==> config.mk <==
export PLATFORM = sky130hd
export DESIGN_NAME = sab_front_flat
export DESIGN_NICKNAME = d
export VERILOG_FILES = /design/src/design/stamp_alpha_blend_top_assert.svh /design/src/design/sab_pkg.sv /design/src/design/sab_if.sv /design/src/design/sab_front.sv /design/src/flat_wrapper.sv
export SDC_FILE = /design/constraint.sdc
export NUM_CORES = 2
export LEC_CHECK = 0
export ABC_AREA = 1
export ABC_CLOCK_PERIOD_IN_PS = 4800
export BUFFER_PORTS_ARGS = -buffer_cell sky130_fd_sc_hd__buf_2
export CAP_MARGIN = 20
export CORE_MARGIN = 4
export CORE_UTILIZATION = 30
export CTS_CLUSTER_DIAMETER = 60
export DETAILED_ROUTE_END_ITERATION = 7
export HOLD_SLACK_MARGIN = 0.12
export PLACE_DENSITY = 0.49
export SYNTH_ARGS = -nofsm -noshare
export SYNTH_HDL_FRONTEND = slang
export SYNTH_SLANG_ARGS = --single-unit
==> constraint.sdc <==
create_clock -name clk -period 4.8 [get_ports clk]
set_clock_uncertainty 0.15 [all_clocks]
set_input_delay 0.24 -clock clk [delete_from_list [all_inputs] [get_ports clk]]
set_output_delay 0.24 -clock clk [all_outputs]
set_load 0.05 [all_outputs]
==> src/design/stamp_alpha_blend_top_assert.svh <==
`ifndef STAMP_ALPHA_BLEND_TOP_ASSERT_SVH
`define STAMP_ALPHA_BLEND_TOP_ASSERT_SVH

// Both macros expect clk and rst_n in scope.
`define SAB_ASSERT_IMP(lbl, ante, cons) \
  lbl: assert property (@(posedge clk) disable iff (!rst_n) (ante) |-> (cons)) \
    else $error("assertion failed");

`define SAB_ASSERT_NXT(lbl, ante, cons) \
  lbl: assert property (@(posedge clk) disable iff (!rst_n) (ante) |=> (cons)) \
    else $error("assertion failed");

`endif

==> src/design/sab_pkg.sv <==
`timescale 1ns / 1ps

package sab_pkg;

  localparam int STORE_DEPTH  = 256;
  localparam int FIFO_DEPTH   = 4;
  localparam int CH_NUM       = 4;
  localparam int CH_RED       = 0;
  localparam int CH_GREEN     = 1;
  localparam int CH_BLUE      = 2;
  localparam int CH_ALPHA     = 3;
  localparam int FULL_WEIGHT  = 65280;
  localparam int OPACITY_FULL = 256;
  localparam int ROUND8       = 32640;
  localparam int ROUND16      = 8323200;
  localparam int CH_MAX8      = 255;
  localparam int CH_MAX16     = 32768;
  localparam int DIV_BASE     = 255;
  localparam int RECIP_255    = 16843009;  // floor(2^32 / 255)
  localparam int CFG_W        = 14;
  localparam int CFG_IDX_W    = 3;

  typedef enum logic [CFG_IDX_W-1:0] {
    REG_COLOR_RED,
    REG_COLOR_GREEN,
    REG_COLOR_BLUE,
    REG_COLOR_ALPHA,
    REG_OPACITY,
    REG_CENTER_X,
    REG_CENTER_Y,
    REG_DEEP_FORMAT
  } cfg_reg_t;

  typedef enum logic {
    FUNC_LOAD,
    FUNC_BLEND
  } func_t;

  typedef struct packed {
    logic [CH_NUM-1:0][7:0] color;
    logic [8:0]             opacity_q8;
    logic signed [13:0]     center_x;
    logic signed [13:0]     center_y;
    logic                   deep_format;
  } cfg_t;

  typedef struct packed {
    logic        func;
    logic [7:0]  stamp_index;
    logic [7:0]  stamp_value;
    logic [11:0] pixel_x;
    logic [11:0] pixel_y;
    logic [15:0] dst_red;
    logic [15:0] dst_green;
    logic [15:0] dst_blue;
    logic [15:0] dst_alpha;
  } in_t;

  typedef struct packed {
    logic [15:0] out_red;
    logic [15:0] out_green;
    logic [15:0] out_blue;
    logic [15:0] out_alpha;
    logic        touched;
  } out_t;

  typedef struct packed {
    logic [7:0]                   stamp;
    logic [CH_NUM-1:0][15:0]      dst;
  } item_t;

endpackage

==> src/design/sab_if.sv <==
`timescale 1ns / 1ps

interface sab_in_if;
  import sab_pkg::*;
  logic valid;
  logic ready;
  in_t  data;
  modport source (output valid, output data, input ready);
  modport sink (input valid, input data, output ready);
endinterface


==> src/design/sab_front.sv <==
`timescale 1ns / 1ps

module sab_front #(
  parameter int STAMP_SIDE = 16
) (
  input  logic           clk,
  input  logic           rst_n,
  input  sab_pkg::cfg_t  cfg,
  sab_in_if.sink         in_if,
  output logic           push_valid,
  output sab_pkg::item_t push_item,
  input  logic           push_ready
);
  import sab_pkg::*;

  localparam int SIDE_W = (STAMP_SIDE > 1) ? $clog2(STAMP_SIDE) : 1;
  localparam int WIN_W  = 2 * SIDE_W;
  localparam int AREA   = STAMP_SIDE * STAMP_SIDE;
  localparam int HALF   = STAMP_SIDE / 2;

  logic [7:0] stamp_mem [STORE_DEPTH];

  logic                    accept;
  logic                    is_load;
  logic                    load_ok;
  logic signed [15:0]      off_x;
  logic signed [15:0]      off_y;
  logic                    in_x;
  logic                    in_y;
  logic [WIN_W-1:0]        win_addr;
  logic [7:0]              rd_addr;
  logic                    hit;
  logic                    fv_r, fv_nxt;
  logic                    hit_r;
  logic [7:0]              stamp_rd_r;
  logic [CH_NUM-1:0][15:0] dst_r;

  assign accept  = in_if.valid && in_if.ready;
  assign is_load = in_if.data.func == FUNC_LOAD;
  assign load_ok = 32'(in_if.data.stamp_index) < 32'(AREA);

  // window offsets relative to the top-left corner
  assign off_x = 16'($signed({4'd0, in_if.data.pixel_x})) - 16'(cfg.center_x) + 16'(HALF);
  assign off_y = 16'($signed({4'd0, in_if.data.pixel_y})) - 16'(cfg.center_y) + 16'(HALF);
  assign in_x  = !off_x[15] && (off_x < 16'(STAMP_SIDE));
  assign in_y  = !off_y[15] && (off_y < 16'(STAMP_SIDE));

  assign win_addr = WIN_W'(off_y[SIDE_W-1:0]) * WIN_W'(STAMP_SIDE)
                  + WIN_W'(off_x[SIDE_W-1:0]);
  assign rd_addr  = 8'(win_addr);
  assign hit      = in_x && in_y && (32'(win_addr) < 32'(STORE_DEPTH));

  assign in_if.ready = !fv_r || push_ready;

  always_comb begin
    fv_nxt = fv_r;
    if (accept && !is_load) begin
      fv_nxt = 1'b1;
    end else if (push_ready) begin
      fv_nxt = 1'b0;
    end
  end

  always_ff @(posedge clk) begin
    if (!rst_n) begin
      fv_r <= 1'b0;
    end else begin
      fv_r <= fv_nxt;
    end
  end

  always_ff @(posedge clk) begin
    if (accept && is_load && load_ok) begin
      stamp_mem[in_if.data.stamp_index] <= in_if.data.stamp_value;
    end
    if (accept && !is_load) begin
      stamp_rd_r <= stamp_mem[rd_addr];
      hit_r      <= hit;
      dst_r      <= {in_if.data.dst_alpha, in_if.data.dst_blue,
                     in_if.data.dst_green, in_if.data.dst_red};
    end
  end

  assign push_valid      = fv_r;
  assign push_item.stamp = hit_r ? stamp_rd_r : 8'd0;
  assign push_item.dst   = dst_r;

endmodule

==> src/flat_wrapper.sv <==
// flat-port wrapper written by rule: the top's interface ports become plain ports
module sab_front_flat import sab_pkg::*;
#(
  parameter int STAMP_SIDE = 16
)
  (clk, rst_n, cfg, push_valid, push_item, push_ready, in_if_valid, in_if_data, in_if_ready);
  sab_in_if in_if_i ();
  input  logic clk;
  input  logic rst_n;
  input  sab_pkg::cfg_t cfg;
  output logic push_valid;
  output sab_pkg::item_t push_item;
  input  logic push_ready;
  input wire logic [$bits(in_if_i.valid)-1:0] in_if_valid;
  input wire logic [$bits(in_if_i.data)-1:0] in_if_data;
  output wire logic [$bits(in_if_i.ready)-1:0] in_if_ready;
  assign in_if_i.valid = in_if_valid;
  assign in_if_i.data = in_if_data;
  assign in_if_ready = in_if_i.ready;
  sab_front #(.STAMP_SIDE(STAMP_SIDE)) u_core (.clk(clk), .rst_n(rst_n), .cfg(cfg), .in_if(in_if_i), .push_valid(push_valid), .push_item(push_item), .push_ready(push_ready));
endmodule
Yosys cells after proc, flatten, opt, wreduce, memory -nomap -nowiden
Memory sizes are Yosys's and may differ from the RTL's. A register that Yosys moved wholly into a read port is not among the register bits.
Index checks and enable logic that the tools add are counted.
{ "classes": {"n_addsub": 5, "magnitude_cmp": 2, "mux": 5, "n_bitwise": 1, "reduce_logical": 11} }
{ "ops": {"columns": ["cell", "n"], "rows": [
  ["16-bit by 5-bit adder with 16-bit output, second input constant", 2],
  ["16-bit by 6-bit less-than comparator with 1-bit output, second input constant", 2],
  ["13-bit by 14-bit subtractor with 15-bit output", 2],
  ["8-bit by 4-bit adder with 8-bit output", 1],
  ["8-bit 2-to-1 mux", 1],
  ["1-bit logical AND", 6],
  ["1-bit 2-to-1 mux", 4],
  ["1-bit zero test", 3],
  ["2-bit nonzero test", 1],
  ["1-bit logical OR", 1],
  ["1-bit inverter", 1]
]} }
{ "totals": {"register_bits": 66, "ram_bits": 2048, "input_bits": 179, "out_inout_bits": 74, "elab_cells": 31, "n_memories": 1} }
{ "mem_list": {"columns": ["memory", "words", "word_bits", "rd", "rd_clocked_by_memory_dff", "wr", "line", "rtl"], "rows": [
  ["u_core.stamp_mem", 256, 8, 1, 1, 1, "sab_front.sv:21", "logic [7:0] stamp_mem [STORE_DEPTH];"]
]} }

Logic depth before layout (Yosys ltp)
{ "depth": {"ltp_word": 6, "depth_mapped": 22, "depth_no_buf": 22} }

Worst setup path before layout
No wires, ideal clock.
{ "synth_timing": {"path_kind": "register to register", "from": "register u_core.fv_r (netlist: u_core.push_valid)", "to": "register u_core.hit_r (enable)", "setup_ns": 0.505, "arrival_ns": 4.175, "slack_ns": -0.030, "stages_incl_launch_ff": 4, "period_less_slack_ns": 4.830, "cell_sequence": "dfxtp_1 nand2_1 nand2_1 nor2_1"} }
{ "synth_via": {"elab_chain_cells": 4} }
{ "synth_lines": {"columns": ["item", "line", "rtl"], "rows": [
  ["start: declaration", "sab_front.sv:33", "logic fv_r, fv_nxt;"],
  ["start signal: assignment", "sab_front.sv:68", "fv_r <= fv_nxt;"],
  ["1-bit zero test", "sab_front.sv:53", "assign in_if.ready = !fv_r || push_ready;"],
  ["1-bit logical OR", "sab_front.sv:53", null],
  ["via in_if_ready", "flat_wrapper.sv:16", "output wire logic [$bits(in_if_i.ready)-1:0] in_if_ready;"],
  ["1-bit logical AND", "sab_front.sv:38", "assign accept = in_if.valid && in_if.ready;"],
  ["1-bit logical AND", "sab_front.sv:76", "if (accept && !is_load) begin"],
  ["end signal: assignment", "sab_front.sv:78", "hit_r <= hit;"],
  ["end: declaration", "sab_front.sv:34", "logic hit_r;"]
]} }
The timed path passes the listed nets, and every way through them passes these cells.
A chain may end at the register's enable or synchronous reset.

Final worst setup path
{ "layout_timing": {"from": "input cfg[17] in the netlist's numbering", "to": "register u_core.hit_r, data pin"} }
{ "layout_via": {"elab_chain_cells": 5, "elab_cells_between_ends": 6} }
{ "layout_lines": {"columns": ["item", "line", "rtl"], "rows": [
  ["start: declaration", "flat_wrapper.sv:10", "input sab_pkg::cfg_t cfg;"],
  ["13-bit by 14-bit subtractor with 15-bit output (*)", "sab_front.sv:43", "assign off_x = 16'($signed({4'd0, in_if.data.pixel_x})) - 16'(cfg.center_x) + 16'(HALF);"],
  ["16-bit by 5-bit adder with 16-bit output (*)", "sab_front.sv:43", null],
  ["16-bit by 6-bit less-than comparator with 1-bit output or 1-bit zero test (tied branches)", "sab_front.sv:45", "assign in_x = !off_x[15] && (off_x < 16'(STAMP_SIDE));"],
  ["1-bit logical AND (*)", "sab_front.sv:45", null],
  ["1-bit logical AND (*)", "sab_front.sv:51", "assign hit = in_x && in_y && (32'(win_addr) < 32'(STORE_DEPTH));"],
  ["via u_core.hit", "sab_front.sv:32", "logic hit;"]
]} }
Mark *: on every way through the listed nets, which the timed path passes. The rest lies on a longest branch.

==> results.py <==
metrics = {
    "outcome": {
        "status": "complete, no violations",
    },
    "power": {
        "finalPower_mw": 43.2,
        "p_comb_share_pct": 14.1,
        "switching_share_pct": 26.8,
        "p_clk_share_pct": 38.6,
        "peakVddDrop_uv": 377,
        "p_leak_nw": 32.9,
        "intPower_mw": 31.7,
        "pwr-share-seq_pct": 47.3,
        "pwr_density_cell_nw_per_um2": 431,
        "p_sw_mw": 11.6,
    },
    "synthesis": {
        "synth-edff-count": 2121,
        "synth_most_common_cell": "edfxtp_1",
        "synth_seq_cells": 2122,
        "async_flop_share_pct": 0,
        "yosysTopAreaCell": "edfxtp_1",
        "yosys.area.top_type_share_pct": 73.7,
        "synth_area_leaders": "edfxtp_1 74%, nor2_1 6.6%, o21ai_0 5.9%",
        "yosysUniqueCellTypes": 35,
        "synth_ff_type": "edfxtp_1",
        "syn_avg_cell_area_um2": 12.2,
        "yosys-top-cells-count": "2121 x edfxtp_1, 1525 x nor2_1, 1017 x o21ai_0, 631 x nand2_1, 496 x o22ai_1",
        "synth_cells": 7068,
        "netlist_area_um2": 86400,
        "syn_nets": 7275,
        "ys_warn_count": 0,
        "synth_seq_area_share_pct": 73.7,
    },
    "sta": {
        "fin_hold_ws_ns": 0.165,
        "finalCriticalPeriod_ns": 4.06,
        "grt_setup_unrepaired": "no",
        "timing.fmax_mhz": 246,
        "final.setup.tns_ns": 0,
        "worstMarginPinSlew_ns": 1.11,
        "hold_viol_final": 0,
        "relSlewSlack_pct": 26.2,
        "setup_violations": 0,
        "finalCritPeriodShare_pct": 84.6,
        "slew_violations": 0,
    },
    "job": {
        "max-cap-violations": 0,
    },
    "setup_path": {
        "cpLargestDelayFamily": "buffers and inverters",
        "worstPathArrival_ns": 4.61,
        "cp-start-kind": "primary input",
        "crit_slowest_cell": "dlygate4sd3_1",
        "crit_chain": "buf_2 > inv_1 > ha_1 > a21oi_2 > nand2_1 > nand2_1 > nand2_8 > inv_6 > ha_1 > inv_1 > nor2_1 > nand3_1 > inv_1 > nand2_1 > nand2_1 > nand2_1 > nor2_1 > nand3_1 > dlygate4sd3_1 > nor2_1 > dlygate4sd3_1 > buf_4",
        "crit_path_frequent_cell": "nand2_1",
        "path_buf_inv": 8,
        "cp.required_ns": 5.35,
        "cp-end-kind": "register",
        "crit_type": "in2reg",
        "critPathMaxStageDelay_ns": 0.56,
        "cp_max_fo": 35,
    },
    "detailed_routing": {
        "routed_wl_um": 257000,
        "drtIter0Drc": 5640,
        "detail_route.wl_per_cell_um": 22.8,
        "viasPerCell": 5.07,
        "vias": 57100,
        "drc": 0,
        "final_antenna_net_count": 0,
        "dr.pass1.iters": 6,
    },
    "floorplan": {
        "rows": 196,
        "die_h_um": 545,
        "core_area_um2": 286000,
        "start_util_pct": 30.2,
        "die_area_um2": 297000,
        "num_io_pins": 253,
        "die_w_um": 545,
    },
    "cts": {
        "clock-sinks": 2122,
        "htree_levels": 4,
        "cts_buffers": 222,
        "root_buffer": "clkbuf_16",
        "insertion_delay_ns": 0.85,
        "path_clk_slew_ns": 0.07,
        "clock_path_buffers": 3,
        "cts_tree": "done",
        "cts-resized-gates": 0,
    },
    "global_routing": {
        "grt_usage_pct": 16.7,
        "grt_pass1_vias": 55200,
        "grt_pass1_wl_um": 372000,
        "antenna_found_initial": 8,
        "grt_remaining_overflow": 0,
        "grt_max_degree": 155,
    },
    "placed_design": {
        "dpl_cell_area_um2": 92000,
        "place_inst": 10700,
        "hpwlAfterDp_um": 146000,
        "port_buffers": 210,
        "gp_congestion": 0.854,
    },
    "cells_and_area": {
        "final_nets": 7537,
        "final_cell_area_um2": 100000,
        "fill_cells": 27800,
        "drive_gt1_share_pct": 9.43,
        "final_cells": 11300,
        "syn_to_final_growth_pct": 16.2,
    },
    "worst_hold_path": {
        "hp-class": "in2reg",
    },
}
## placed cells by master, fill, tap and decap left out, drive strengths merged, types with 4 or more instances in the layout
cell / count
edfxtp: 2121
nor2: 1527
o21ai: 1131
nand2: 635
o22ai: 496
nand3: 420
buf: 375
clkbuf: 275
inv: 159
dlygate4sd3: 146
clkinv: 96
a21oi: 31
ha: 26
bufinv: 17
o211ai: 16
nand4: 11
xnor2: 5
nor3: 4
clkinvlp: 4
## cell type report
type	count	area [µm²]	share of cell area, %
Clock buffer	275	5840	5.82
Inverter	148	592	0.589
Sequential cell	2122	63700	63.4
Antenna cell	3	7.51	0.00748
Timing Repair Buffer	521	4430	4.41
Multi-Input combinational cell	4315	20000	19.9
Tap cell	3762	4710	4.69
Clock inverter	128	1140	1.14
## cells by family (layout without fill, tap and decap cells)
logic type | after synthesis | after routing | share of synthesized area [%]
compound gates | 1678 | 1678 | 10.5
simple gates | 2601 | 2601 | 12.0
buf+inv | 631 | 1072 | 3.26
xor+xnor | 8 | 8 | 0.0898
fa+ha+maj | 28 | 28 | 0.423
flops | 2122 | 2122 | 73.7
other cells | 0 | 3 | 0
## through the flow
step           util (%)  setup WS (ns)
6_report           35.1          0.741
4_1_cts            35.1          0.778
3_3_place_gp       32.2          0.583
2_1_floorplan         -           1.18
3_5_place_dp       32.2          0.628
5_1_grt            35.1          0.500
## registers in the layout (all words and copies together) (netlist names)
name / count
u_core.hit_r: 1
u_core.push_valid: 1
u_core.stamp_rd_r: 8
u_core.stamp_mem: 2048
u_core.push_item: 64
## metal layers
metal	part of all wire [%]	vias up	GRT usage (%)	routed length, µm
li1	-	26200	-	-
met1	44	28600	23.1	112000
met2	47	1889	27.4	121000
met3	6.3	376	2.34	16100
met4	2.8	0	4.92	7210
met5	0	-	0	0
## worst min-delay path: cells and delay by family
kind / cells / cell delay, ns
simple gates: 2 / 0.20
buf+inv: 2 / 0.44
## power groups by stage
stage / Combinational (mW) / Clock, mW / Sequential [mW]
floorplan: 3.38 / 0 / 20.9
global placement: 5.94 / 0 / 20.8
detailed placement: 5.97 / 0 / 20.8
CTS: 6.08 / 17.0 / 20.5
global route: 6.61 / 17.8 / 20.4
finish: 6.09 / 16.7 / 20.5
## worst paths after layout
check                                                        start                                 end  cells past startpoint  slack [ns]
worst max-delay path                                       cfg[17]              u_core.hit_r$_DFFE_PP_                     22        0.74
worst min-delay path                                   in_if_valid      u_core.push_item[34]$_DFFE_PP_                      4        0.17
worst max register to register      u_core.push_valid$_SDFFE_PN0P_  u_core.stamp_mem[123][6]$_DFFE_PP_                      7        1.09
worst min register to register  u_core.stamp_mem[239][4]$_DFFE_PP_      u_core.stamp_rd_r[4]$_DFFE_PP_                      8        0.95
## what timing repair did
| item | 4_1_cts | 5_1_grt |
|---|---|---|
| endpoints found under the hold margin | 1340 | 0 |
| buffers inserted | 0 | 0 |
| hold buffers | 146 | 0 |
(Power assumes the default switching activity.)
