### src/design/stamp_alpha_blend_top_assert.svh
`ifndef STAMP_ALPHA_BLEND_TOP_ASSERT_SVH
`define STAMP_ALPHA_BLEND_TOP_ASSERT_SVH

// Both macros expect clk and rst_n in scope.
`define SAB_ASSERT_IMP(lbl, ante, cons) \
  lbl: assert property (@(posedge clk) disable iff (!rst_n) (ante) |-> (cons)) \
    else $error("assertion failed");

`define SAB_ASSERT_NXT(lbl, ante, cons) \
  lbl: assert property (@(posedge clk) disable iff (!rst_n) (ante) |=> (cons)) \
    else $error("assertion failed");

`endif

### src/design/sab_pkg.sv
`timescale 1ns / 1ps

package sab_pkg;

  localparam int STORE_DEPTH  = 256;
  localparam int FIFO_DEPTH   = 4;
  localparam int CH_NUM       = 4;
  localparam int CH_RED       = 0;
  localparam int CH_GREEN     = 1;
  localparam int CH_BLUE      = 2;
  localparam int CH_ALPHA     = 3;
  localparam int FULL_WEIGHT  = 65280;
  localparam int OPACITY_FULL = 256;
  localparam int ROUND8       = 32640;
  localparam int ROUND16      = 8323200;
  localparam int CH_MAX8      = 255;
  localparam int CH_MAX16     = 32768;
  localparam int DIV_BASE     = 255;
  localparam int RECIP_255    = 16843009;  // floor(2^32 / 255)
  localparam int CFG_W        = 14;
  localparam int CFG_IDX_W    = 3;

  typedef enum logic [CFG_IDX_W-1:0] {
    REG_COLOR_RED,
    REG_COLOR_GREEN,
    REG_COLOR_BLUE,
    REG_COLOR_ALPHA,
    REG_OPACITY,
    REG_CENTER_X,
    REG_CENTER_Y,
    REG_DEEP_FORMAT
  } cfg_reg_t;

  typedef enum logic {
    FUNC_LOAD,
    FUNC_BLEND
  } func_t;

  typedef struct packed {
    logic [CH_NUM-1:0][7:0] color;
    logic [8:0]             opacity_q8;
    logic signed [13:0]     center_x;
    logic signed [13:0]     center_y;
    logic                   deep_format;
  } cfg_t;

  typedef struct packed {
    logic        func;
    logic [7:0]  stamp_index;
    logic [7:0]  stamp_value;
    logic [11:0] pixel_x;
    logic [11:0] pixel_y;
    logic [15:0] dst_red;
    logic [15:0] dst_green;
    logic [15:0] dst_blue;
    logic [15:0] dst_alpha;
  } in_t;

  typedef struct packed {
    logic [15:0] out_red;
    logic [15:0] out_green;
    logic [15:0] out_blue;
    logic [15:0] out_alpha;
    logic        touched;
  } out_t;

  typedef struct packed {
    logic [7:0]                   stamp;
    logic [CH_NUM-1:0][15:0]      dst;
  } item_t;

endpackage

### src/design/sab_fifo.sv
`timescale 1ns / 1ps
`include "stamp_alpha_blend_top_assert.svh"

module sab_fifo (
  input  logic           clk,
  input  logic           rst_n,
  input  logic           push_valid,
  input  sab_pkg::item_t push_item,
  output logic           push_ready,
  output logic           pop_valid,
  output sab_pkg::item_t pop_item,
  input  logic           pop_ready
);
  import sab_pkg::*;

  localparam int PTR_W = $clog2(FIFO_DEPTH);
  localparam int CNT_W = $clog2(FIFO_DEPTH + 1);

  item_t            ent_r [FIFO_DEPTH];
  logic [PTR_W-1:0] wr_ptr_r, wr_ptr_nxt;
  logic [PTR_W-1:0] rd_ptr_r, rd_ptr_nxt;
  logic [CNT_W-1:0] cnt_r, cnt_nxt;
  logic             push;
  logic             pop;

  assign push_ready = cnt_r != CNT_W'(FIFO_DEPTH);
  assign pop_valid  = cnt_r != '0;
  assign pop_item   = ent_r[rd_ptr_r];
  assign push       = push_valid && push_ready;
  assign pop        = pop_valid && pop_ready;

  always_comb begin
    wr_ptr_nxt = push ? wr_ptr_r + 1'b1 : wr_ptr_r;
    rd_ptr_nxt = pop ? rd_ptr_r + 1'b1 : rd_ptr_r;
    cnt_nxt    = cnt_r + CNT_W'(push) - CNT_W'(pop);
  end

  always_ff @(posedge clk) begin
    if (!rst_n) begin
      wr_ptr_r <= '0;
      rd_ptr_r <= '0;
      cnt_r    <= '0;
    end else begin
      wr_ptr_r <= wr_ptr_nxt;
      rd_ptr_r <= rd_ptr_nxt;
      cnt_r    <= cnt_nxt;
    end
  end

  always_ff @(posedge clk) begin
    if (push) begin
      ent_r[wr_ptr_r] <= push_item;
    end
  end

  `SAB_ASSERT_IMP(a_ptr_gap, 1'b1, (wr_ptr_r - rd_ptr_r) == PTR_W'(cnt_r))
  `SAB_ASSERT_NXT(a_cnt_up, push && !pop, cnt_r == $past(cnt_r) + CNT_W'(1))
  `SAB_ASSERT_NXT(a_cnt_down, pop && !push, cnt_r == $past(cnt_r) - CNT_W'(1))

endmodule

### config.mk
export PLATFORM = sky130hd
export DESIGN_NAME = sab_fifo
export DESIGN_NICKNAME = d
export VERILOG_FILES = /design/src/design/sab_pkg.sv /design/src/design/sab_fifo.sv
export VERILOG_INCLUDE_DIRS = /design/src /design/src/design
export SDC_FILE = /design/constraint.sdc
export NUM_CORES = 1
export LEC_CHECK = 0
export ABC_AREA = 0
export BUFFER_PORTS_ARGS = -buffer_cell sky130_fd_sc_hd__clkbuf_2
export CAP_MARGIN = 20
export CORE_ASPECT_RATIO = 2
export CORE_UTILIZATION = 44
export CTS_CLUSTER_SIZE = 14
export DETAILED_ROUTE_END_ITERATION = 12
export SLEW_MARGIN = 0
export SYNTH_ARGS = -nofsm -noshare
export SYNTH_HDL_FRONTEND = slang
export SYNTH_SLANG_ARGS = --single-unit
### constraint.sdc
create_clock -name clk -period 4.3 [get_ports clk]
set_input_delay 0.215 -clock clk [delete_from_list [all_inputs] [get_ports clk]]
set_output_delay 0.215 -clock clk [all_outputs]
set_load 0.01 [all_outputs]
[Word level (Yosys, flattened, before mapping)]
Memories as Yosys holds them, arrays and structs flattened. A register that Yosys moved wholly into a read port is not among the register bits.
Cells that the tools add are included.
Widths: inputs -> output; s select.
Cells by class
  $add $sub $neg: 4
  equal/unequal tests: 1
  multiplexer cells: 4
  reduce and logical (&&, ||, !) cells: 3
Operator list (count)
  $add 2x1->2 const B: 2
  $mux 2: 2
  $add 3x1->3: 1
  $ne 3x3->1 const B: 1
  $reduce_bool 3->1: 1
  $sub 3x1->3: 1
  $logic_and 1x1->1: 2
  $mux 1: 2
Storage, ports and cells
  bits in registers: 7
  RAM bits: 288
  bits of input ports: 76
  output and inout port bits: 74
  word-level logic and storage cells: 16
  memories kept: 1
Memories
  ent_r: depth 4, width 72, rd ports 1, clocked after memory_dff 1, wr ports 1, RTL line sab_fifo.sv:19  | item_t ent_r [FIFO_DEPTH];

[Longest topological paths before layout]
Gate-level depths: netlist of run 1.
  word-level depth: 4
  mapped depth: 11

[Worst setup path before layout of run 1]
Ideal clock, no wire load.
  path kind: register to register
  start: reg cnt_r[1]
  end: mem ent_r[0][0] in the netlist's numbering, enable pin
  library setup time: 0.438 ns
  arrival time: 2.510 ns
  data required time: 3.862 ns
  path slack: 1.352 ns
  stages on the path, launching flop included: 4
  buffers on the path: 0
  path through: dfxtp_1 -> nor2_1 -> a21boi_2 -> and2_1
Between the ends
  cells in the longest elaborated chain, start to end: 4
RTL lines
  from (decl): RTL line sab_fifo.sv:22  | logic [CNT_W-1:0] cnt_r, cnt_nxt;
  from (signal assigned): RTL line sab_fifo.sv:46  | cnt_r <= cnt_nxt;
  $ne 3x3->1: RTL line sab_fifo.sv:26  | assign push_ready = cnt_r != CNT_W'(FIFO_DEPTH);
  $logic_and 1x1->1: RTL line sab_fifo.sv:29  | assign push = push_valid && push_ready;
  $mux 1: RTL line sab_fifo.sv:51  | if (push) begin
  $mux 1 (implied by the code): RTL line sab_fifo.sv:52  | ent_r[wr_ptr_r] <= push_item;
  to (decl): RTL line sab_fifo.sv:19
No other way between the ends.

==> impl_metrics.tcl, run 1 <==
set metrics [dict create \
    final-max-slew-violation-count 0 \
    post_layout_min_period_ns 2.51 \
    post-synth-top-area-fraction_pct 79.0 \
    ys.flop_type "sky130_fd_sc_hd__edfxtp_1" \
    number_of_antenna_violations_at_the_first_check_in_global_routing 0 \
    status "finished clean" \
    grt_setup_unrepaired "false" \
    num-fill-cells 1893 \
    fin_cells 1007 \
    synthesis.instances 424 \
    postSynth.asyncResetShare_pct 0 \
    final.setup.worst_slack_ns 1.79 \
    fin_skew_ns 0.00983 \
    clk-insertion-delay-late_ns 0.54 \
    cts_made_buffers 26 \
    regToRegStartpoint "cnt_r[1]$_SDFF_PN0_" \
    rrSetupSlack_ns 1.85 \
    timing_hold_violations_final 0 \
    initial_core_util_pct 44.8 \
    synth.yosys.warnings 0 \
    drt_wl_total_um 20100 \
    synth-seq-cells 297 \
    slowest_delay_ns 0.69 \
    worst-setup-path-type "flop to output port" \
    route.detailed.vias_per_inst 5.05 \
    worst_hold_path_type "input pin to flop" \
    place_area_sq_mm 0.0121 \
    route.layer.met1.wl_um 7380 \
    synth_area_in_simple_gates_pct 0.835 \
    drc 0 \
    synth_enable_flop_cells 288 \
    grt_start_max_net_pins 73 \
    syn-num-nets 507 \
    power.density_mw_per_mm2 546 \
    grt_pass1_vias 5768 \
    clock_tree.root_cell "sky130_fd_sc_hd__clkbuf_16" \
    yosys.area_share.xor_xnor_pct 0.320 \
    kind_of_capture_point_of_the_worst_setup_path "output port" \
    met2_length_um 11300 \
    crit_path_cell_trace "buf_16 -> mux4_2 -> clkbuf_2" \
    pin_count 150 \
    hold_slack_ns 0.0202 \
    area_of_the_mapped_netlist_sq_mm 0.0109 \
    period_share_pct 58.4 \
    synthesized_area_fraction_occupied_by_ao_oa_aoi_and_oai_cells_pct 0.263 \
    post-layout-total-power_mw 7.39 \
    antenna-diode-count 0 \
    finalSetupViolations 0 \
    crit_slowest_cell "sky130_fd_sc_hd__dfxtp_4" \
    setup.worst_path.start_class "flop" \
    max_slew_headroom_pct 62.2 \
    synth-seq-area-share_pct 80.7 \
    area_delta_synth_final_pct 23.9 \
    synth-adder-area-share_pct 0.869 \
    total_negative_slack_ns 0 \
    layout_cell_share_with_drive_strength_beyond_1_pct 39.0 \
    place_inst 894 \
    holdCritStartpoint "rst_n" \
    synth_area_leader_cell "sky130_fd_sc_hd__edfxtp_1" \
    reg2reg_to "cnt_r[2]$_SDFF_PN0_" \
    worstPathRequired_ns 4.09 \
    design.core.area_sq_mm 0.0244 \
    final_area_sq_mm 0.0136 \
    drv_cap 0 \
    clk_pin_slew_worst_paths_ns 0.06 \
    dr_wl_met3_um 815 \
    cts_tree "built" \
    num_vias 5085 \
    ys_top_cells_by_area "sky130_fd_sc_hd__edfxtp_1 79%, sky130_fd_sc_hd__mux4_2 14%, sky130_fd_sc_hd__dfxtp_1 1.6%" \
    floorplan.die.height_um 225 \
    first_pass_iters 4 \
    post-place-ws_ns 1.85 \
    worst-slew-pin-transition_ns 0.567 \
    gr-usage-all-layers_pct 16.6 \
    globalplace.congestion 0.693 \
    portBuffers 149 \
    avgSynthCellArea_sq_um 25.8 \
    grt_first_pass_wirelength_um 31500 \
    synth_mux_area_share_pct 15.1 \
    detailedPlacementHpwl_um 11900 \
    floorplan.rows 81 \
    clkSinkCount 297 \
    average_wire_length_per_cell_after_detail_routing_um 20.0 \
    leakage_nw 4.59 \
    maxClockFrequency_ghz 0.398 \
    grt-ovfl-total 0 \
    nNetsFinal 746 \
    clock_tree.buffer_depth 3 \
    postCtsResizedCells 0 \
    top_signal_layer_used "met4" \
    cts_htree_levels 1 \
    worstHoldPathCells 2 \
    core_utilization_of_the_finished_layout_pct 55.5 \
    drt-initial-drc-count 292 \
    worstRegToRegCells 11 \
    critical_path_peak_fanout 29 \
    die_area_sq_mm 0.0255 \
    ir_drop_mv 0.344 \
    cp_arrival_ns 2.30 \
    yosys.cell_types.count 21 \
    largest_family_of_logic_cells_by_synthesized_area "multiplexers" \
    chipWidth_um 114 \
    drt.antenna.violating_nets 0 \
]
[report_power, final]
part           internal [mW]  switching [mW]  total, mW
registers               3.51           0.156       3.66
clock network           1.13           0.941       2.07
logic                  0.847           0.817       1.66
[layout make-up]
cell class / instances / area (sq um) / area share (%)
Clock buffer: 31 / 691 / 5.10
Timing Repair Buffer: 228 / 1640 / 12.1
Sequential cell: 297 / 8840 / 65.2
Multi-Input combinational cell: 105 / 1910 / 14.1
Tap cell: 332 / 415 / 3.07
Clock inverter: 9 / 37.5 / 0.277
Inverter: 5 / 18.8 / 0.138
[logic make-up (layout without fill, tap and decap cells)]
kind of cell | count (synthesis) | count (layout)
XOR/XNOR | 4 | 4
flip-flops | 297 | 297
adder cells (fa/ha/maj) | 7 | 7
AND/OR/NAND/NOR | 17 | 17
buffers and inverters | 22 | 273
AO/OA/AOI/OAI | 3 | 3
multiplexers | 74 | 74
[worst max-delay path: cells and delay by family (launching register included)]
family	cells	cell delay (ns)
DFF	1	0.69
buffers and inverters	2	0.47
muxes	1	0.58
[worst max-delay path by stage]
stage	to	slack (ns)	depth (start not counted)
floorplan	ent_r[0][0]$_DFFE_PP_	1.35	3
global placement	pop_item[65]	1.89	3
detailed placement	cnt_r[2]$_SDFF_PN0_	1.85	11
CTS	pop_item[35]	1.68	3
global route	pop_item[35]	1.62	3
finish	pop_item[28]	1.79	3
[cell usage in the layout, fill, tap and decap left out, types with 3 or more instances in the layout]
master                          Yosys  routed
sky130_fd_sc_hd__inv_1              5       5
sky130_fd_sc_hd__clkbuf_1           2       4
sky130_fd_sc_hd__clkinv_2           0       3
sky130_fd_sc_hd__clkbuf_2           0     149
sky130_fd_sc_hd__clkbuf_16          0      27
sky130_fd_sc_hd__and2_1             7       3
sky130_fd_sc_hd__dfxtp_1            9       7
sky130_fd_sc_hd__and2_4             0       4
sky130_fd_sc_hd__nand2_1            5       5
sky130_fd_sc_hd__edfxtp_1         288     288
sky130_fd_sc_hd__xnor2_1            4       4
sky130_fd_sc_hd__mux4_2            70      70
sky130_fd_sc_hd__buf_16             0       5
sky130_fd_sc_hd__clkinv_1           0       6
sky130_fd_sc_hd__dlygate4sd3_1      0      72
sky130_fd_sc_hd__ha_1               6       6
sky130_fd_sc_hd__nor2b_1            3       3
[synth_stat cells (all sizes together) (2+ instances only)]
cell and count:
dfxtp 9, buf 15, mux4 72, mux2i 2, edfxtp 288, nand2 5
nor2b 3, inv 5, and2 7, ha 6, clkbuf 2, xnor2 4
[per-layer routing]
metal  vias up  global-route usage [%]
li1       2279                       -
met1      2641                    18.0
met2       124                    30.9
met3        41                    3.07
met4         0                    7.43
met5         -                       0
[registers in the layout (all words and copies together), names as in the netlist, named ones only]
signal,count
cnt_r,3
ent_r,288
wr_ptr_r,2
rd_ptr_r,2
[what timing repair did]
item                                   in CTS  in global routing
setup buffers                               0                  0
hold buffers                               72                  0
endpoints found under the hold margin     288                  0
(Power assumes the default switching activity.)
==> inputs of run 2 (changes only) <==
Settings changed: ABC_AREA 0 to 1.
Clock period 4.3 ns to 2.6 ns, I/O delays scaled along.
==> run 2 against run 1 <==
  * Clock skew grew 0.0019 ns
  * Global-route usage grew 1.7 points
  * Die area grew 5.7%
  * Final cell count grew 33%
  * First-iteration DRC count grew 33%
  * Flip-flop and latch count is the same
  * Critical path type unchanged
==> impl_metrics.tcl, run 2 <==
set metrics [dict create \
    clock_tree.root_cell "sky130_fd_sc_hd__clkbuf_16" \
    final.setup.worst_slack_ns 0.424 \
    yosys.area_share.xor_xnor_pct 0 \
    drt.antenna.violating_nets 0 \
    synth.top_cells.by_count "288 x sky130_fd_sc_hd__edfxtp_1, 135 x sky130_fd_sc_hd__o21ai_0, 106 x sky130_fd_sc_hd__nor2_1" \
    post-cts-setup-buffers 0 \
    worstRegToRegCells 10 \
    synth-seq-area-share_pct 76.3 \
    largest-register "ent_r" \
    yosys.cell_types.count 23 \
    maxClockFrequency_ghz 0.460 \
    clk_pin_slew_worst_paths_ns 0.06 \
    kind_of_capture_point_of_the_worst_setup_path "output port" \
    grt_start_max_net_pins 89 \
    worstHoldPathCells 2 \
    drc 0 \
    final_area_sq_mm 0.0142 \
    rrSetupSlack_ns 0.59 \
    cts_tree "built" \
    cts_made_buffers 26 \
    synth_mux_area_share_pct 0 \
    number_of_antenna_violations_at_the_first_check_in_global_routing 1 \
    setup.worst_path.start_class "flop" \
    hold_end "ent_r[2][67]$_DFFE_PP_" \
    area_delta_synth_final_pct 23.1 \
    yosys.cell_count.top_type "sky130_fd_sc_hd__edfxtp_1" \
    grt-ovfl-total 0 \
    drt_wl_total_um 24300 \
    worst_hold_path_type "input pin to flop" \
    num-fill-cells 2172 \
    timing_hold_violations_final 0 \
    route.detailed.vias_per_inst 5.16 \
    avgSynthCellArea_sq_um 15.2 \
    finalSetupViolations 0 \
    multi_input_comb_area_sq_mm 0.00242 \
    worst-setup-path-type "flop to output port" \
    reg2reg_to "cnt_r[2]$_SDFF_PN0_" \
    synthesized_area_fraction_occupied_by_ao_oa_aoi_and_oai_cells_pct 13.2 \
    ys.flop_type "sky130_fd_sc_hd__edfxtp_1" \
    postSynth.asyncResetShare_pct 0 \
    grt_pass1_vias 7122 \
    synthesis.instances 761 \
    detailedPlacementHpwl_um 14000 \
    globalplace.congestion 0.730 \
    ys_top_cells_by_area "sky130_fd_sc_hd__edfxtp_1 75%, sky130_fd_sc_hd__o21ai_0 5.8%, sky130_fd_sc_hd__o22ai_2 5.4%" \
    power.density_mw_per_mm2 895 \
    hold_slack_ns 0.352 \
    average_wire_length_per_cell_after_detail_routing_um 18.1 \
    syn-num-nets 844 \
    period_share_pct 83.7 \
    pin_count 150 \
    clk-insertion-delay-late_ns 0.53 \
    leakage_nw 5.00 \
    status "finished clean" \
    grt_setup_unrepaired "false" \
    max_slew_headroom_pct 62.5 \
    post_layout_min_period_ns 2.18 \
    synth_area_leader_cell "sky130_fd_sc_hd__edfxtp_1" \
    grt_first_pass_wirelength_um 37000 \
    floorplan.rows 83 \
    place_area_sq_mm 0.0127 \
    final-max-slew-violation-count 0 \
    design.core.area_sq_mm 0.0258 \
    post-synth-top-area-fraction_pct 74.7 \
    ir_drop_mv 0.653 \
    clock_tree.buffer_depth 3 \
    gr-usage-all-layers_pct 18.3 \
    drt-initial-drc-count 389 \
    portBuffers 149 \
    cts_htree_levels 1 \
    worstPathRequired_ns 2.47 \
    first_pass_iters 4 \
    registers_with_the_highest_flip_flop_counts "ent_r (288), cnt_r (3)" \
    synth-adder-area-share_pct 0.822 \
    core_utilization_of_the_finished_layout_pct 55.3 \
    regToRegStartpoint "cnt_r[1]$_SDFF_PN0_" \
    synth_enable_flop_cells 288 \
    area_of_the_mapped_netlist_sq_mm 0.0116 \
    floorplan.die.height_um 231 \
    footprint_of_the_flip_flops_and_latches_sq_mm 0.00883 \
    holdCritStartpoint "push_item[67]" \
    synth-seq-cells 297 \
    num_vias 6932 \
    synth.yosys.warnings 0 \
    critical_path_peak_fanout 56 \
    post-place-ws_ns 0.600 \
    fin_skew_ns 0.0117 \
    initial_core_util_pct 44.9 \
    chipWidth_um 117 \
    layout_cell_share_with_drive_strength_beyond_1_pct 30.6 \
    synth_area_in_simple_gates_pct 6.69 \
    mostFrequentLayoutCells "288 x sky130_fd_sc_hd__edfxtp_1, 149 x sky130_fd_sc_hd__clkbuf_2, 135 x sky130_fd_sc_hd__o21ai_0" \
    clkSinkCount 297 \
    mostFrequentLayoutCell "sky130_fd_sc_hd__edfxtp_1" \
    worst-slew-pin-transition_ns 0.562 \
    die_area_sq_mm 0.0270 \
    largest_family_of_logic_cells_by_synthesized_area "compound AO/OA/AOI/OAI gates" \
    drv_cap 0 \
    cp_arrival_ns 2.05 \
    largest_register_ffs 288 \
    nNetsFinal 1071 \
]
[run 2: changes by cell type after synthesis, moves of 11 or more]
cell	before	now
sky130_fd_sc_hd__nor2_2	0	50
sky130_fd_sc_hd__o22ai_2	0	50
sky130_fd_sc_hd__clkbuf_1	2	13
sky130_fd_sc_hd__mux4_2	70	0
sky130_fd_sc_hd__o21ai_0	0	135
sky130_fd_sc_hd__nor2_1	1	106
sky130_fd_sc_hd__o22ai_1	0	22
[run 2: final cells by class]
cell class,instances,share of cell area [%]
multi-input combinational,402,17.0
tap,340,2.99
sequential,297,62.0
antenna,1,0.0176
clock buffer,38,5.03
inverter,16,0.474
timing repair buffer,245,12.2
clock inverter,5,0.202
[run 2: worst max-delay path by stage]
stage / cells after the start / endpoint
5_1_grt: 4 / pop_item[41]
4_1_cts: 4 / pop_item[41]
3_5_place_dp: 10 / cnt_r[2]$_SDFF_PN0_
3_3_place_gp: 10 / cnt_r[2]$_SDFF_PN0_
2_1_floorplan: 4 / ent_r[0][0]$_DFFE_PP_
6_report: 4 / pop_item[49]
[run 2: cells by family (layout without fill, tap and decap cells)]
family | Yosys count | in the layout
compound gates | 223 | 223
fa+ha+maj | 7 | 7
buf+inv | 62 | 304
flops | 297 | 297
other cells | 0 | 1
simple gates | 172 | 172
[run 2: stage by stage]
stage                     power [mW]  setup TNS, ns  instances
after floorplan                 8.12        -158.74        761
after global placement          9.29              0       1224
after detailed placement        9.34              0       1224
after CTS                       12.9              0       1343
after global routing            13.4              0       1344
final                           12.7              0       1344
[run 2: report_power, final]
part,switching (mW),internal (mW)
sequential,0.127,5.83
clock,1.58,1.90
combinational,2.13,1.18
total,3.84,8.91
[run 2: critical path, cell delays in order, from the launching register on]
cell                       delay [ns]
sky130_fd_sc_hd__dfxtp_4         0.38
sky130_fd_sc_hd__buf_4           0.46
sky130_fd_sc_hd__o21ai_0         0.21
sky130_fd_sc_hd__o22ai_2         0.25
sky130_fd_sc_hd__clkbuf_2        0.18
[run 2: repair_timing]
action,in CTS,in global routing
hold buffers,76,0
hold endpoints to repair,297,0
resized for setup,0,0
[run 2: per-layer routing]
layer  global-route usage, %  share of wire, %  vias up
met5                       0                 0        -
met4                    7.83               3.3        0
met3                    2.82               3.8       44
met2                    34.2                55      145
met1                    20.0                38     3451
li1                        -                 -     3292
==> inputs of run 3 (changes only) <==
Clock period 2.6 ns to 2.05 ns, I/O delays scaled along.
==> run 3 against run 2 <==
  * First-iteration DRC count shrank 13%
  * Sequential power rose by 28%
  * Via count rose by 0.46%
  * Setup slack lost 0.39 ns
  * Die area unchanged
  * Wire length rose by 1.3%
  * Count of clock-buffer cells in the layout is 1 lower
  * Final area is 2.2% higher
  * Critical endpoint is now pop_item[61]
  * Largest power group unchanged
==> impl_metrics.tcl, run 3 (synthesized netlist as in run 2, its figures left out) <==
set metrics [dict create \
    crit_path_cell_trace "inv_8 -> buf_4 -> nor2_1 -> o22ai_1 -> clkbuf_2" \
    clock_tree.buffer_depth 3 \
    die_area_sq_mm 0.0270 \
    final_area_sq_mm 0.0146 \
    floorplan.rows 83 \
    final.setup.worst_slack_ns 0.0371 \
    cp_arrival_ns 1.91 \
    ir_drop_mv 0.732 \
    period_share_pct 98.2 \
    net_switching_mw 4.95 \
    area_delta_synth_final_pct 25.8 \
    route.detailed.vias_per_inst 5.14 \
    timing_hold_violations_final 0 \
    num-fill-cells 2170 \
    power.combinational.fraction_pct 27.3 \
    grt_start_max_net_pins 73 \
    kind_of_capture_point_of_the_worst_setup_path "output port" \
    worstPathRequired_ns 1.95 \
    design.core.area_sq_mm 0.0258 \
    pwr-share-clk_pct 26.7 \
    mostFrequentLayoutCell "sky130_fd_sc_hd__edfxtp_1" \
    drt.antenna.violating_nets 0 \
    worst_hold_path_type "input pin to flop" \
    registers_with_the_highest_flip_flop_counts "ent_r (288), cnt_r (3)" \
    antenna-diode-count 0 \
    worst-slew-pin-transition_ns 0.530 \
    nNetsFinal 1084 \
    grt_setup_unrepaired "true" \
    grt_pass1_vias 7095 \
    detailedPlacementHpwl_um 14600 \
    clk-insertion-delay-late_ns 0.53 \
    largest-register "ent_r" \
    drv_cap 0 \
    maxClockFrequency_ghz 0.497 \
    status "finished clean" \
    power.sequential.fraction_pct 46.0 \
    core_utilization_of_the_finished_layout_pct 56.5 \
    num_vias 6964 \
    final-max-slew-violation-count 0 \
    mostFrequentLayoutCells "288 x sky130_fd_sc_hd__edfxtp_1, 149 x sky130_fd_sc_hd__clkbuf_2, 135 x sky130_fd_sc_hd__o21ai_0" \
    largest_register_ffs 288 \
    max_slew_headroom_pct 64.6 \
    cts_made_buffers 26 \
    cts_htree_levels 1 \
    clock_tree.root_cell "sky130_fd_sc_hd__clkbuf_16" \
    critical_path_peak_fanout 34 \
    post-layout-total-power_mw 16.5 \
    drt-initial-drc-count 339 \
    internal_power_mw 11.5 \
    timing.critical_path.buf_inv 3 \
    layout_cell_share_with_drive_strength_beyond_1_pct 32.1 \
    power_switching_share_pct 30.0 \
    cp_top_family "buffers and inverters" \
    finalSetupViolations 0 \
    grt_first_pass_wirelength_um 37600 \
    setup.worst_path.start_class "flop" \
    chipWidth_um 117 \
    grt-ovfl-total 0 \
    first_pass_iters 6 \
    clk_pin_slew_worst_paths_ns 0.06 \
    drc 0 \
    post-place-ws_ns 0.154 \
    crit_slowest_cell "sky130_fd_sc_hd__dfxtp_4" \
    fin_skew_ns 0.0110 \
    cts_tree "built" \
    number_of_antenna_violations_at_the_first_check_in_global_routing 0 \
    portBuffers 149 \
    hold_slack_ns 0.330 \
    floorplan.die.height_um 231 \
    place_area_sq_mm 0.0130 \
    leakage_nw 5.14 \
    post_layout_min_period_ns 2.01 \
    initial_core_util_pct 44.9 \
    gr-usage-all-layers_pct 18.6 \
    drt_wl_total_um 24600 \
    clkSinkCount 297 \
    globalplace.congestion 0.723 \
    worst-setup-path-type "flop to output port" \
    power.density_mw_per_mm2 1130 \
    average_wire_length_per_cell_after_detail_routing_um 18.2 \
    pin_count 150 \
    slowest_delay_ns 0.41 \
]
run 3: final timing paths:
kind	start	end	slack, ns	depth (start not counted)
worst min register to register	rd_ptr_r[0]$_SDFFE_PN0P_	flop	0.50	2
worst min-delay path	push_item[55]	ent_r[3][55]$_DFFE_PP_	0.33	2
worst max-delay path	flop	pop_item[61]	0.04	5
worst max register to register	cnt_r[1]$_SDFF_PN0_	cnt_r[2]$_SDFF_PN0_	0.14	10
run 3: final cells by class:
class                           instances  area, sq um  area share, %
Tap cell                              340          425           2.92
Clock buffer                           37          723           4.97
Multi-Input combinational cell        402         2450           16.9
Inverter                               16         72.6          0.499
Sequential cell                       297         8840           60.7
Timing Repair Buffer                  258         2020           13.8
Clock inverter                          4         23.8          0.163
run 3: routing by layer:
metal / up-vias / part of all wire, % / track usage (%)
met1: 3444 / 38 / 21.1
met4: 0 / 2.9 / 7.56
li1: 3321 / - / -
met2: 158 / 55 / 34.3
met5: - / 0 / 0
met3: 41 / 3.9 / 2.67
run 3: stage by stage:
stage | cells | setup TNS [ns]
4_1_cts | 1353 | 0
2_1_floorplan | 761 | -13.05
3_3_place_gp | 1233 | 0
5_1_grt | 1354 | -0.307
3_5_place_dp | 1233 | 0
6_report | 1354 | 0
run 3: power groups by stage:
stage          Combinational [mW]  Sequential, mW  Clock (mW)
4_1_cts                      4.57            7.59        4.50
3_3_place_gp                 4.32            7.73           0
5_1_grt                      4.96            7.65        4.72
2_1_floorplan                2.68            7.67           0
6_report                     4.50            7.59        4.41
3_5_place_dp                 4.35            7.74           0
run 3: timing repair:
action / 4_1_cts / 5_1_grt
gates resized for setup: 3 / 2
setup buffers: 3 / 0
endpoints found under the setup margin: 62 / 26
gates cloned: 0 / 1
hold buffers: 76 / 0
hold endpoints to repair: 297 / 0
